### src/rtl/core/qrs_pkg.sv
// shared constants and types for the quadratic root solver
// no dependencies
package qrs_pkg;

  localparam int COEF_WIDTH_DEF = 16;
  localparam int DISC_OUT_W     = 34;
  localparam int ROOT_OUT_W     = 40;
  localparam int FRAC_BITS      = 16;

  typedef enum logic [1:0] {
    ST_NONE  = 2'd0,
    ST_ONE   = 2'd1,
    ST_TWO   = 2'd2,
    ST_AZERO = 2'd3
  } status_e;

endpackage

### src/rtl/core/qrs_sqrt.sv
// pipelined restoring integer square root, one result bit per stage
// depends on qrs_pkg
module qrs_sqrt #(
  parameter int SW     = qrs_pkg::COEF_WIDTH_DEF + 1,
  parameter int SIDE_W = 1
) (
  input  logic              clk_i,
  input  logic              rst_ni,
  input  logic              en_i,
  input  logic              vld_i,
  input  logic [2*SW-1:0]   rad_i,
  input  logic [SIDE_W-1:0] side_i,
  output logic              vld_o,
  output logic [SW-1:0]     root_o,
  output logic [SIDE_W-1:0] side_o
);
  import qrs_pkg::*;

  logic              vld_q  [SW];
  logic [2*SW-1:0]   rad_q  [SW];
  logic [SW+1:0]     rem_q  [SW];
  logic [SW-1:0]     rt_q   [SW];
  logic [SIDE_W-1:0] side_q [SW];

  for (genvar k = 0; k < SW; k++) begin : g_stage
    logic              v_in;
    logic [2*SW-1:0]   rad_in;
    logic [SW+1:0]     rem_in;
    logic [SW-1:0]     rt_in;
    logic [SIDE_W-1:0] side_in;
    logic [SW+1:0]     shifted;
    logic [SW+1:0]     trial;

    if (k == 0) begin : g_first
      assign v_in    = vld_i;
      assign rad_in  = rad_i;
      assign rem_in  = '0;
      assign rt_in   = '0;
      assign side_in = side_i;
    end else begin : g_next
      assign v_in    = vld_q[k-1];
      assign rad_in  = rad_q[k-1];
      assign rem_in  = rem_q[k-1];
      assign rt_in   = rt_q[k-1];
      assign side_in = side_q[k-1];
    end

    // bring down the next two radicand bits, try root*4+1
    assign shifted = {rem_in[SW-1:0], rad_in[2*SW-1 -: 2]};
    assign trial   = {rt_in, 2'b01};

    always_ff @(posedge clk_i or negedge rst_ni) begin
      if (!rst_ni) begin
        vld_q[k] <= 1'b0;
      end else if (en_i) begin
        vld_q[k] <= v_in;
      end
    end

    always_ff @(posedge clk_i) begin
      if (en_i) begin
        rad_q[k]  <= rad_in << 2;
        side_q[k] <= side_in;
        if (shifted >= trial) begin
          rem_q[k] <= shifted - trial;
          rt_q[k]  <= {rt_in[SW-2:0], 1'b1};
        end else begin
          rem_q[k] <= shifted;
          rt_q[k]  <= {rt_in[SW-2:0], 1'b0};
        end
      end
    end
  end

  assign vld_o  = vld_q[SW-1];
  assign root_o = rt_q[SW-1];
  assign side_o = side_q[SW-1];

endmodule

### config.mk
export PLATFORM = sky130hd
export DESIGN_NAME = qrs_sqrt
export DESIGN_NICKNAME = d
export VERILOG_FILES = /design/src/rtl/core/qrs_pkg.sv /design/src/rtl/core/qrs_sqrt.sv
export SDC_FILE = /design/constraint.sdc
export NUM_CORES = 1
export LEC_CHECK = 0
export ABC_AREA = 0
export BUFFER_PORTS_ARGS = -buffer_cell sky130_fd_sc_hd__buf_2
export CORE_MARGIN = 2
export CORE_UTILIZATION = 50
export DETAILED_ROUTE_END_ITERATION = 10
export PLACE_DENSITY = 0.66
export SLEW_MARGIN = 25
export SYNTH_ARGS = -nofsm -noshare
export SYNTH_HDL_FRONTEND = slang
export SYNTH_SLANG_ARGS = --single-unit
### constraint.sdc
create_clock -name clk_i -period 4.4 [get_ports clk_i]
set_input_delay 0.44 -clock clk_i [delete_from_list [all_inputs] [get_ports clk_i]]
set_output_delay 0.44 -clock clk_i [all_outputs]
set_load 0.1 [all_outputs]
==> impl_metrics.csv <==
group,metric,value,unit
sta,fin_crit_sh,0.730,
sta,worst_hold_slack,0.144,ns
setup_path,r2r_start,"rem_q[11][2]",
clock_tree,cts_sinks,713,
clock_tree,cts_tree,"done",
clock_tree,cts_made_buffers,79,
route,detail_route.wirelength,59.6,mm
cells_and_area,area_growth,12.5,%
cells_and_area,diodes,0,
clock_tree,cts-htree-levels,3,
sta,slew_headroom,0.313,
sta,fmax,0.311,GHz
place,placed_cells,3295,
setup_path,required,4.76,ns
grt,overflow,0,
clock_tree,cts.repair.resized,0,
min_path,hp-start,"vld_i",
power,p_leak,14.3,nW
cells_and_area,fin_nets,2765,
clock_tree,clock_latency,0.62,ns
die,die_y,260,um
min_path,hold_end,"g_stage[1].v_in",
place,port_buffers,57,
power,powerDensity,487,nW/um2
place,placed_area,33900,um2
sta,setup_viol,0,
setup_path,path_buf_inv,0,
setup_path,max_stage_delay,0.80,ns
setup_path,cp_data_arrival_time,3.58,ns
status,outcome,"completed",
setup_path,slowest_stage,"or2_1",
place,dp_hpwl,41.2,mm
clock_tree,cts_root_buf,"clkbuf_16",
setup_path,reg2regPathDepth,7,
grt,grt_first_pass_wirelength,95.8,mm
setup_path,worst-path-max-fanout,26,
sta,finalCriticalPeriod,3.21,ns
die,core-area,64600,um2
sta,fin_worst_skew,0.0176,ns
clock_tree,post_cts_buffers,0,
die,start_util,0.506,
setup_path,r2r_end,"rem_q[12][5]",
place,gp_congestion,0.901,
cells_and_area,drive_gt1_frac,0.103,
route,routed_via_density,5.40,
route,ant_nets,0,
sta,rsz0062_at_grt,"no",
setup_path,worstSetupStartpoint,"rem_q[11][2]",
clock_tree,clk_pin_slew,0.06,ns
min_path,min_path_cells,2,
route,wl_per_cell,17.2,um
synthesis,synth.distinct_cells,90,
grt,grtUsageTotal,0.178,
synthesis,synth_edf_count,695,
synthesis,syn_avg_cell_area,13.5,um2
setup_path,end_kind,"flip-flop",
power,irDropWorstVdd,0.323,mV
route,drc,0,
cells_and_area,nFillCells,5195,
setup_path,crit_family,"compound AO/OA/AOI/OAI gates",
setup_path,start_kind,"flip-flop",
setup_path,crit_type,"reg2reg",
die,ioPinCount,58,
synthesis,syn_area,32700,um2
min_path,min-delay-path-class,"in2reg",
synthesis,ys_seq_elements,713,
synthesis,yosysWarnings,0,
die,placement_rows,93,
job,maxCapViolations,0,
sta,drv_slew,0,
synthesis,synthFlopType,"edfxtp_1",
die,die_w,260,um
setup_path,r2r_slack,1.19,ns
synthesis,ys_seq_area_frac,0.652,
sta,final.setup.tns,0,ns
grt,grt_max_degree,178,
route,drt_iter0_drc,1428,
sta,worstMarginPinSlew,1.03,ns
route,first_pass_iters,5,
synthesis,synth_fp_nets,2637,
setup_path,path_cells,"ha_1 > a21o_1 > a21oi_1 > o221a_2 > o31ai_1 > or2_1 > mux2_2",
grt,antenna_found_initial,1,
die,dieArea,67400,um2
clock_tree,hold_buffers,34,
sta,hold_violations,0,
cells_and_area,final_cell_area,36800,um2
grt,grt_pass1_vias,18500,
synthesis,async_flop_share,0.0238,
route,vias,18800,
synthesis,synthCells,2427,
clock_tree,clockBufferDepth,3,
cells_and_area,layoutNonFillerInstCount,3476,
[state kept, by name (all words and copies together) (netlist names)]
signal        count
rt_q            153
side_q           17
rem_q           254
vld_o             1
g_stage.v_in     16
rad_q           272
[stage by stage]
| stage | worst slack, ns | utilization | total power (W) |
|---|---|---|---|
| after global routing | 1.00 | 0.570 | 0.0188 |
| after CTS | 1.20 | 0.570 | 0.0181 |
| after detailed placement | 1.24 | 0.525 | 0.0116 |
| final | 1.19 | 0.570 | 0.0179 |
| after global placement | 1.21 | 0.525 | 0.0115 |
| after floorplan | 1.82 | - | 0.0108 |
[worst register-to-register path: cells and delay by family, from the launching register on]
kind,cells,cell delay (ns)
compound gates,4,0.97
fa+ha+maj,1,0.39
flops,1,0.39
mux,1,0.42
simple gates,1,0.80
[routing by layer]
layer / routed length, um / up-vias / GRT usage
li1: - / 9223 / -
met1: 27400 / 9072 / 0.247
met2: 28100 / 367 / 0.289
met3: 2690 / 103 / 0.0311
met4: 1360 / 0 / 0.0527
met5: 0 / - / 0
[cells by family (layout without fill, tap and decap cells)]
group                    count (synthesis)  count (layout)  share of synthesized area
adder cells (fa/ha/maj)                171             171                     0.0654
multiplexers                            65              65                     0.0222
AND/OR/NAND/NOR                        587             587                     0.0916
XOR/XNOR                               178             178                     0.0477
AO/OA/AOI/OAI                          439             439                     0.0876
flip-flops                             713             713                      0.652
buffers and inverters                  274             468                     0.0335
[how the worst max path moves through the flow]
| stage | endpoint | slack [ns] | depth (start not counted) |
|---|---|---|---|
| 2_1_floorplan | rem_q[13][13] | 1.82 | 9 |
| 3_3_place_gp | rem_q[14][5] | 1.21 | 7 |
| 3_5_place_dp | rem_q[12][4] | 1.24 | 7 |
| 4_1_cts | rem_q[12][5] | 1.20 | 7 |
| 5_1_grt | rem_q[9][9] | 1.00 | 8 |
| 6_report | rem_q[12][5] | 1.19 | 7 |
[area by class of cell]
cell class,count,area [um2],share of cell area
well taps,855,1070,0.0291
clock buffers,100,2100,0.0570
clock inverters,47,439,0.0119
flip-flops and latches,713,21300,0.579
repair buffers,106,773,0.0210
multi-input cells,1440,10300,0.280
inverters,215,807,0.0219
[cell usage after synthesis, types with 17 or more instances]
cell type	instances	area, um2
edfxtp_1	695	20900
inv_1	213	800
ha_1	171	2140
nor2_1	163	612
a21oi_1	137	686
nand2_1	116	435
xnor2_1	100	876
o21ai_0	91	455
xor2_1	78	683
nor3_1	52	260
mux2_2	50	563
nand3_1	44	220
o21a_1	42	315
a21o_1	38	285
clkbuf_1	38	143
and2_1	27	169
nor4_1	27	169
nand2b_1	24	150
nor2b_1	24	150
and3_1	20	125
or3_1	18	113
dfrtp_1	17	425
[placed cells by master (no fill, tap or decap), types with 7 or more instances in the layout]
master         count
o21ai_0           91
nor4b_1            7
clkbuf_16         81
clkbuf_1          19
o21a_1            42
clkinv_1          18
inv_1            213
nand3b_1           9
a21oi_1          137
nand2_1          116
nand4_1           11
o2111ai_1          7
ha_1             171
edfxtp_1         695
dlygate4sd3_1     34
and3_1            20
nor2_1           163
mux2_2            50
a31oi_1           15
a21o_1            38
a211oi_1          10
nor2b_1           24
buf_2             56
buf_4             13
nor3_1            52
nand2b_1          24
clkinv_2          13
nand4b_1           7
o21bai_1          15
nor4_1            27
xor2_1            78
and2_1            27
or2_2              9
xnor2_1          100
nand3_1           44
dfrtp_1           17
or3_1             18
o31ai_1            9
mux2i_1            9
[report_power, final]
part	leakage [nW]	internal (W)	switching [W]
clock network	1.23	0.00376	0.00267
registers	6.88	0.00838	0.000425
logic	6.17	0.00115	0.00155
total	14.3	0.0133	0.00464
(Power assumes the default switching activity.)
