$ cat config.mk
export PLATFORM = sky130hd
export DESIGN_NAME = qrs_disc
export DESIGN_NICKNAME = d
export VERILOG_FILES = /design/src/rtl/core/qrs_pkg.sv /design/src/rtl/core/qrs_disc.sv
export SDC_FILE = /design/constraint.sdc
export NUM_CORES = 2
export LEC_CHECK = 0
export BUFFER_PORTS_ARGS = -buffer_cell sky130_fd_sc_hd__buf_4
export CAP_MARGIN = 20
export CORE_MARGIN = 3
export CORE_UTILIZATION = 40
export CTS_BUF_LIST = sky130_fd_sc_hd__clkbuf_8
export CTS_CLUSTER_DIAMETER = 30
export CTS_CLUSTER_SIZE = 20
export DETAILED_ROUTE_END_ITERATION = 12
export PLACE_DENSITY = 0.66
export REMOVE_ABC_BUFFERS = 1
export SYNTH_ARGS = -nofsm -noshare
export SYNTH_HDL_FRONTEND = slang
export SYNTH_SLANG_ARGS = --single-unit
export TNS_END_PERCENT = 20
$ cat constraint.sdc
create_clock -name clk_i -period 3.85 [get_ports clk_i]
set_input_delay 0.385 -clock clk_i [delete_from_list [all_inputs] [get_ports clk_i]]
set_output_delay 0.385 -clock clk_i [all_outputs]
set_load 0.02 [all_outputs]
$ cat src/rtl/core/qrs_pkg.sv
// shared constants and types for the quadratic root solver
// no dependencies
package qrs_pkg;

  localparam int COEF_WIDTH_DEF = 16;
  localparam int DISC_OUT_W     = 34;
  localparam int ROOT_OUT_W     = 40;
  localparam int FRAC_BITS      = 16;

  typedef enum logic [1:0] {
    ST_NONE  = 2'd0,
    ST_ONE   = 2'd1,
    ST_TWO   = 2'd2,
    ST_AZERO = 2'd3
  } status_e;

endpackage

$ cat src/rtl/core/qrs_disc.sv
// two-stage discriminant unit: products, then b*b - 4ac and classification
// depends on qrs_pkg
module qrs_disc #(
  parameter int W = qrs_pkg::COEF_WIDTH_DEF
) (
  input  logic                  clk_i,
  input  logic                  rst_ni,
  input  logic                  en_i,
  input  logic                  vld_i,
  input  logic signed [W-1:0]   a_i,
  input  logic signed [W-1:0]   b_i,
  input  logic signed [W-1:0]   c_i,
  output logic                  vld_o,
  output logic signed [2*W+1:0] disc_o,
  output qrs_pkg::status_e      status_o,
  output logic signed [W-1:0]   a_o,
  output logic signed [W-1:0]   b_o
);
  import qrs_pkg::*;

  logic                  v1_q, v2_q;
  logic signed [2*W-1:0] bb_q, ac_q;
  logic signed [W-1:0]   a1_q, b1_q, a2_q, b2_q;
  logic signed [2*W+1:0] disc_d, disc_q;
  status_e               status_d, status_q;

  always_ff @(posedge clk_i or negedge rst_ni) begin
    if (!rst_ni) begin
      v1_q <= 1'b0;
      v2_q <= 1'b0;
    end else if (en_i) begin
      v1_q <= vld_i;
      v2_q <= v1_q;
    end
  end

  always_ff @(posedge clk_i) begin
    if (en_i) begin
      bb_q <= b_i * b_i;
      ac_q <= a_i * c_i;
      a1_q <= a_i;
      b1_q <= b_i;
    end
  end

  always_comb begin
    disc_d = (2*W+2)'(bb_q) - ((2*W+2)'(ac_q) <<< 2);
    if (a1_q == '0) begin
      status_d = ST_AZERO;
    end else if (disc_d[2*W+1]) begin
      status_d = ST_NONE;
    end else if (disc_d == '0) begin
      status_d = ST_ONE;
    end else begin
      status_d = ST_TWO;
    end
  end

  always_ff @(posedge clk_i) begin
    if (en_i) begin
      disc_q   <= disc_d;
      status_q <= status_d;
      a2_q     <= a1_q;
      b2_q     <= b1_q;
    end
  end

  assign vld_o    = v2_q;
  assign disc_o   = disc_q;
  assign status_o = status_q;
  assign a_o      = a2_q;
  assign b_o      = b2_q;

endmodule

==> metrics <==
maximum buffer depth of the clock tree 2; compound-cell area share of the yosys netlist 0.07594; highest clock rate 181.2 MHz; clock root buffer sky130_fd_sc_hd__clkbuf_8; largest net degree at the start of global routing 73; unrepaired setup endpoints after global routing yes; TritonCTS clock tree done; post-route DRC violation count 0; average wire per cell in the routed design 15.55 um; I/O pin count 121; Initial Utilization 0.4076; kind of launch point of the worst setup path input port; number of warnings printed during yosys synthesis 0; EDFF count, synth 160; element type at the critical path end flip-flop; Crit path buffers/inverters 6; vertical die dimension 260.7 um; Std-Cell Core Area 0.06366 mm2; XOR/XNOR Fraction of Synth Area 0.03004; post-detailed-placement half-perimeter wirelength 50.60 mm; end of the worst hold path v1_q; ordered list of cells on the worst path buf_8, and2_4, buf_6, fa_1, inv_2, fa_1, fa_1, inv_2, fa_1, fa_1, inv_2, fa_1, inv_2, ha_4, o21ai_4, a21oi_1, nor2_2, a211oi_2, o2111ai_2, a31oi_2, o31ai_2, or4b_1, o211ai_1; Vias 19.23k; Post-Synthesis Mean Instance Area 9.992 um2; footprint of the multi-input gates 0.01923 mm2; endpoint arrival time on the critical path 5920 ps; detailed-routing iteration count for the pre-antenna-repair pass 5; Maximum Capacitance Violations 0; number of pins with negative max-slew slack in the final report 0; Port Buf Inserts 119; cells on worst reg2reg path 11; maximum level of the CTS H-tree 4; number of nets with antenna violations after routing 0; setup slack of the worst register-to-register path 190 ps; clock sinks 162; run status finished, violations left; main combinational cell family by area after synthesis adder cells; share of synthesized area spent on multiplexers 0.002411; share of the clock period used by the worst path after layout 1.433; via-per-instance ratio 4.868; total of endpoints with negative setup slack in the final report 49; share of post-route cells with drive strength above 1 0.2613; post-synthesis instance total 2,597; simple-gate area share of the yosys netlist 0.1191; fraction of the mapped netlist area in adder cells 0.4789; worst path setup slack after routing -1668 ps; post-layout net count 3,838; critical path's most frequent cell sky130_fd_sc_hd__fa_1; clock-pin slew reported for the worst setup and hold paths after clock tree synthesis 100 ps; via count of the first global-routing pass 20.65k; Min Clock Period, post-route 5518 ps; Die Outline Area 0.06796 mm2; prevailing post-synth register cell sky130_fd_sc_hd__edfxtp_1; start point of the worst min-delay path vld_i; die width 260.7 um; Tot GR Track Use 0.1926; library cell occupying the most area in the post-synthesis netlist sky130_fd_sc_hd__fa_1; type of the tightest min-delay check in2reg; wire length after detailed routing 61.41 mm; final RePlAce weighted congestion 0.8749; synthesized flop and latch total 162; number of antenna violations at the first check in global routing 0; failing checks negative setup slack; number of stages on the worst hold path 2; critical register-to-register path startpoint bb_q[6]; fillers 5,698; Slew HR 0.4836; classification of the worst setup path in2reg; met2 routed WL 30.05 mm; Starting DRT DRC Count 873; leading post-synthesis cells by cell area sky130_fd_sc_hd__fa_1 38%, sky130_fd_sc_hd__edfxtp_1 19%, sky130_fd_sc_hd__ha_1 9.5%; clock buffers created by TritonCTS 17; Req. time, crit path 4250 ps; share of the synthesized area in the top cell type 0.3834; share of synthesized registers carrying an async set or reset 0.01235; Syn-to-layout area delta 25.54%; capture point of the worst reg-to-reg path status_o[0]; summed instance area of the synthesized netlist 0.02595 mm2; slew of the pin with the lowest slew margin 774.5 ps; Metal-1 WL 26.97 mm; clk_lat worst skew 550 ps; number of cell rows 92; length of routed met3 wiring 3.140 mm; first-pass GRT wire length 103.1 mm; sequential element share of the synthesized area 0.1871; leftover overflow at the end of global routing 0; worst setup skew after layout 10.14 ps; combined flip-flop and latch cell area 0.004855 mm2; crit-path max FO 5; distinct cell type count after synthesis 81; cell with the biggest individual delay on the critical path sky130_fd_sc_hd__fa_1; Antenna diodes 0; number of hold violations in the final report 0; cell area after layout 0.03258 mm2; Top Family by Delay on Critical Path adder cells; cell area reported after detailed placement 0.03050 mm2; delay of the slowest critical-path stage 540 ps; highest layer used for signal routing met4
[worst register-to-register path: cells and delay by family (launching register included)]
| kind | cells | cell delay [ps] |
|---|---|---|
| and+or+nand+nor | 4 | 1210 |
| adders and majority gates | 1 | 370 |
| DFF | 1 | 380 |
| AOI/OAI and AO/OA | 5 | 1410 |
| buffers and inverters | 1 | 180 |
[worst max path at each step]
stage            start       end  cells after the start
3_5_place_dp    b_i[9]  bb_q[30]                     24
3_3_place_gp    b_i[2]  bb_q[31]                     22
6_report        b_i[5]  bb_q[30]                     23
4_1_cts         b_i[9]  bb_q[31]                     26
5_1_grt        b_i[13]  bb_q[30]                     23
2_1_floorplan  b_i[15]  bb_q[31]                     20
[state kept, by name (all words and copies together) (netlist names)]
signal	cells
v1_q	1
a1_q	16
b1_q	15
a_o	16
bb_q	31
ac_q	32
b_o	16
disc_o	32
status_o	2
vld_o	1
[layer usage]
layer	up-vias	track usage
li1	9039	-
met1	9729	0.2602
met2	375	0.3203
met3	85	0.03299
met4	0	0.05342
met5	-	0
[cell type report]
| type | count | area share |
|---|---|---|
| clock buffer | 17 | 0.007182 |
| clock inverter | 15 | 0.004916 |
| inverter | 654 | 0.07620 |
| multi-input combinational | 1705 | 0.5902 |
| sequential | 162 | 0.1490 |
| tap | 846 | 0.03249 |
| timing repair buffer | 551 | 0.1400 |
[cells by family after synthesis]
| kind of cell | after synthesis |
|---|---|
| other | 1 |
| adders and majority gates | 695 |
| DFF | 162 |
| buffers and inverters | 730 |
| muxes | 6 |
| xor gates and xnor gates | 89 |
| and+or+nand+nor | 628 |
| AOI/OAI and AO/OA | 286 |
[placed cells by master (no fill, tap or decap), drive strengths merged, types with 10 or more instances in the layout]
cell,netlist,routed
a211oi,25,25
nand2b,14,14
ha,198,198
nor4,10,10
o21ai,55,55
nand3,20,20
inv,654,658
o21a,20,20
xnor2,67,67
clkbuf,65,17
fa,497,497
xor2,22,22
buf,11,548
and2,169,169
and3,15,15
a21o,30,30
nand2,237,237
edfxtp,160,160
nor3,21,21
a21oi,76,76
nor2,93,93
[metrics by stage]
stage	instances	hold WS, ps	utilization	setup TNS, ps	setup slack (ps)
finish	3950	67.09	0.5118	-53920	-1668
global placement	3867	168.5	0.4791	-91300	-2429
global route	3950	37.58	0.5118	-62030	-1874
CTS	3921	4.536	0.5008	-51470	-1607
floorplan	2521	89.41	-	-63440	-2158
detailed placement	3867	169.2	0.4791	-91730	-2506
[Yosys cell counts (7+ instances only)]
master                       n
sky130_fd_sc_hd__inv_1     654
sky130_fd_sc_hd__fa_1      497
sky130_fd_sc_hd__nand2_1   237
sky130_fd_sc_hd__ha_1      198
sky130_fd_sc_hd__and2_1    169
sky130_fd_sc_hd__edfxtp_1  160
sky130_fd_sc_hd__nor2_1     93
sky130_fd_sc_hd__a21oi_1    74
sky130_fd_sc_hd__xnor2_1    67
sky130_fd_sc_hd__clkbuf_1   64
sky130_fd_sc_hd__o21ai_0    40
sky130_fd_sc_hd__a21o_1     30
sky130_fd_sc_hd__a211oi_1   24
sky130_fd_sc_hd__xor2_1     22
sky130_fd_sc_hd__nor3_1     21
sky130_fd_sc_hd__nand3_1    20
sky130_fd_sc_hd__o21a_1     20
sky130_fd_sc_hd__and3_1     15
sky130_fd_sc_hd__nand2b_1   14
sky130_fd_sc_hd__o21ai_1    11
sky130_fd_sc_hd__nor4_1     10
sky130_fd_sc_hd__nand4_1     9
sky130_fd_sc_hd__nor2b_1     9
sky130_fd_sc_hd__o21bai_1    9
sky130_fd_sc_hd__buf_2       8
sky130_fd_sc_hd__or3_1       8
sky130_fd_sc_hd__o31ai_1     7
[what timing repair did]
item,4_1_cts,5_1_grt
pin swaps,80,86
cloned,2,1
setup endpoints to repair,49,51
hold buffers,3,0
endpoints found under the hold margin,4,0
gates resized for setup,202,137
setup buffers,18,27
Power is not shown: default switching activity piles up to over one toggle a cycle in this logic, so the estimate is an artifact.
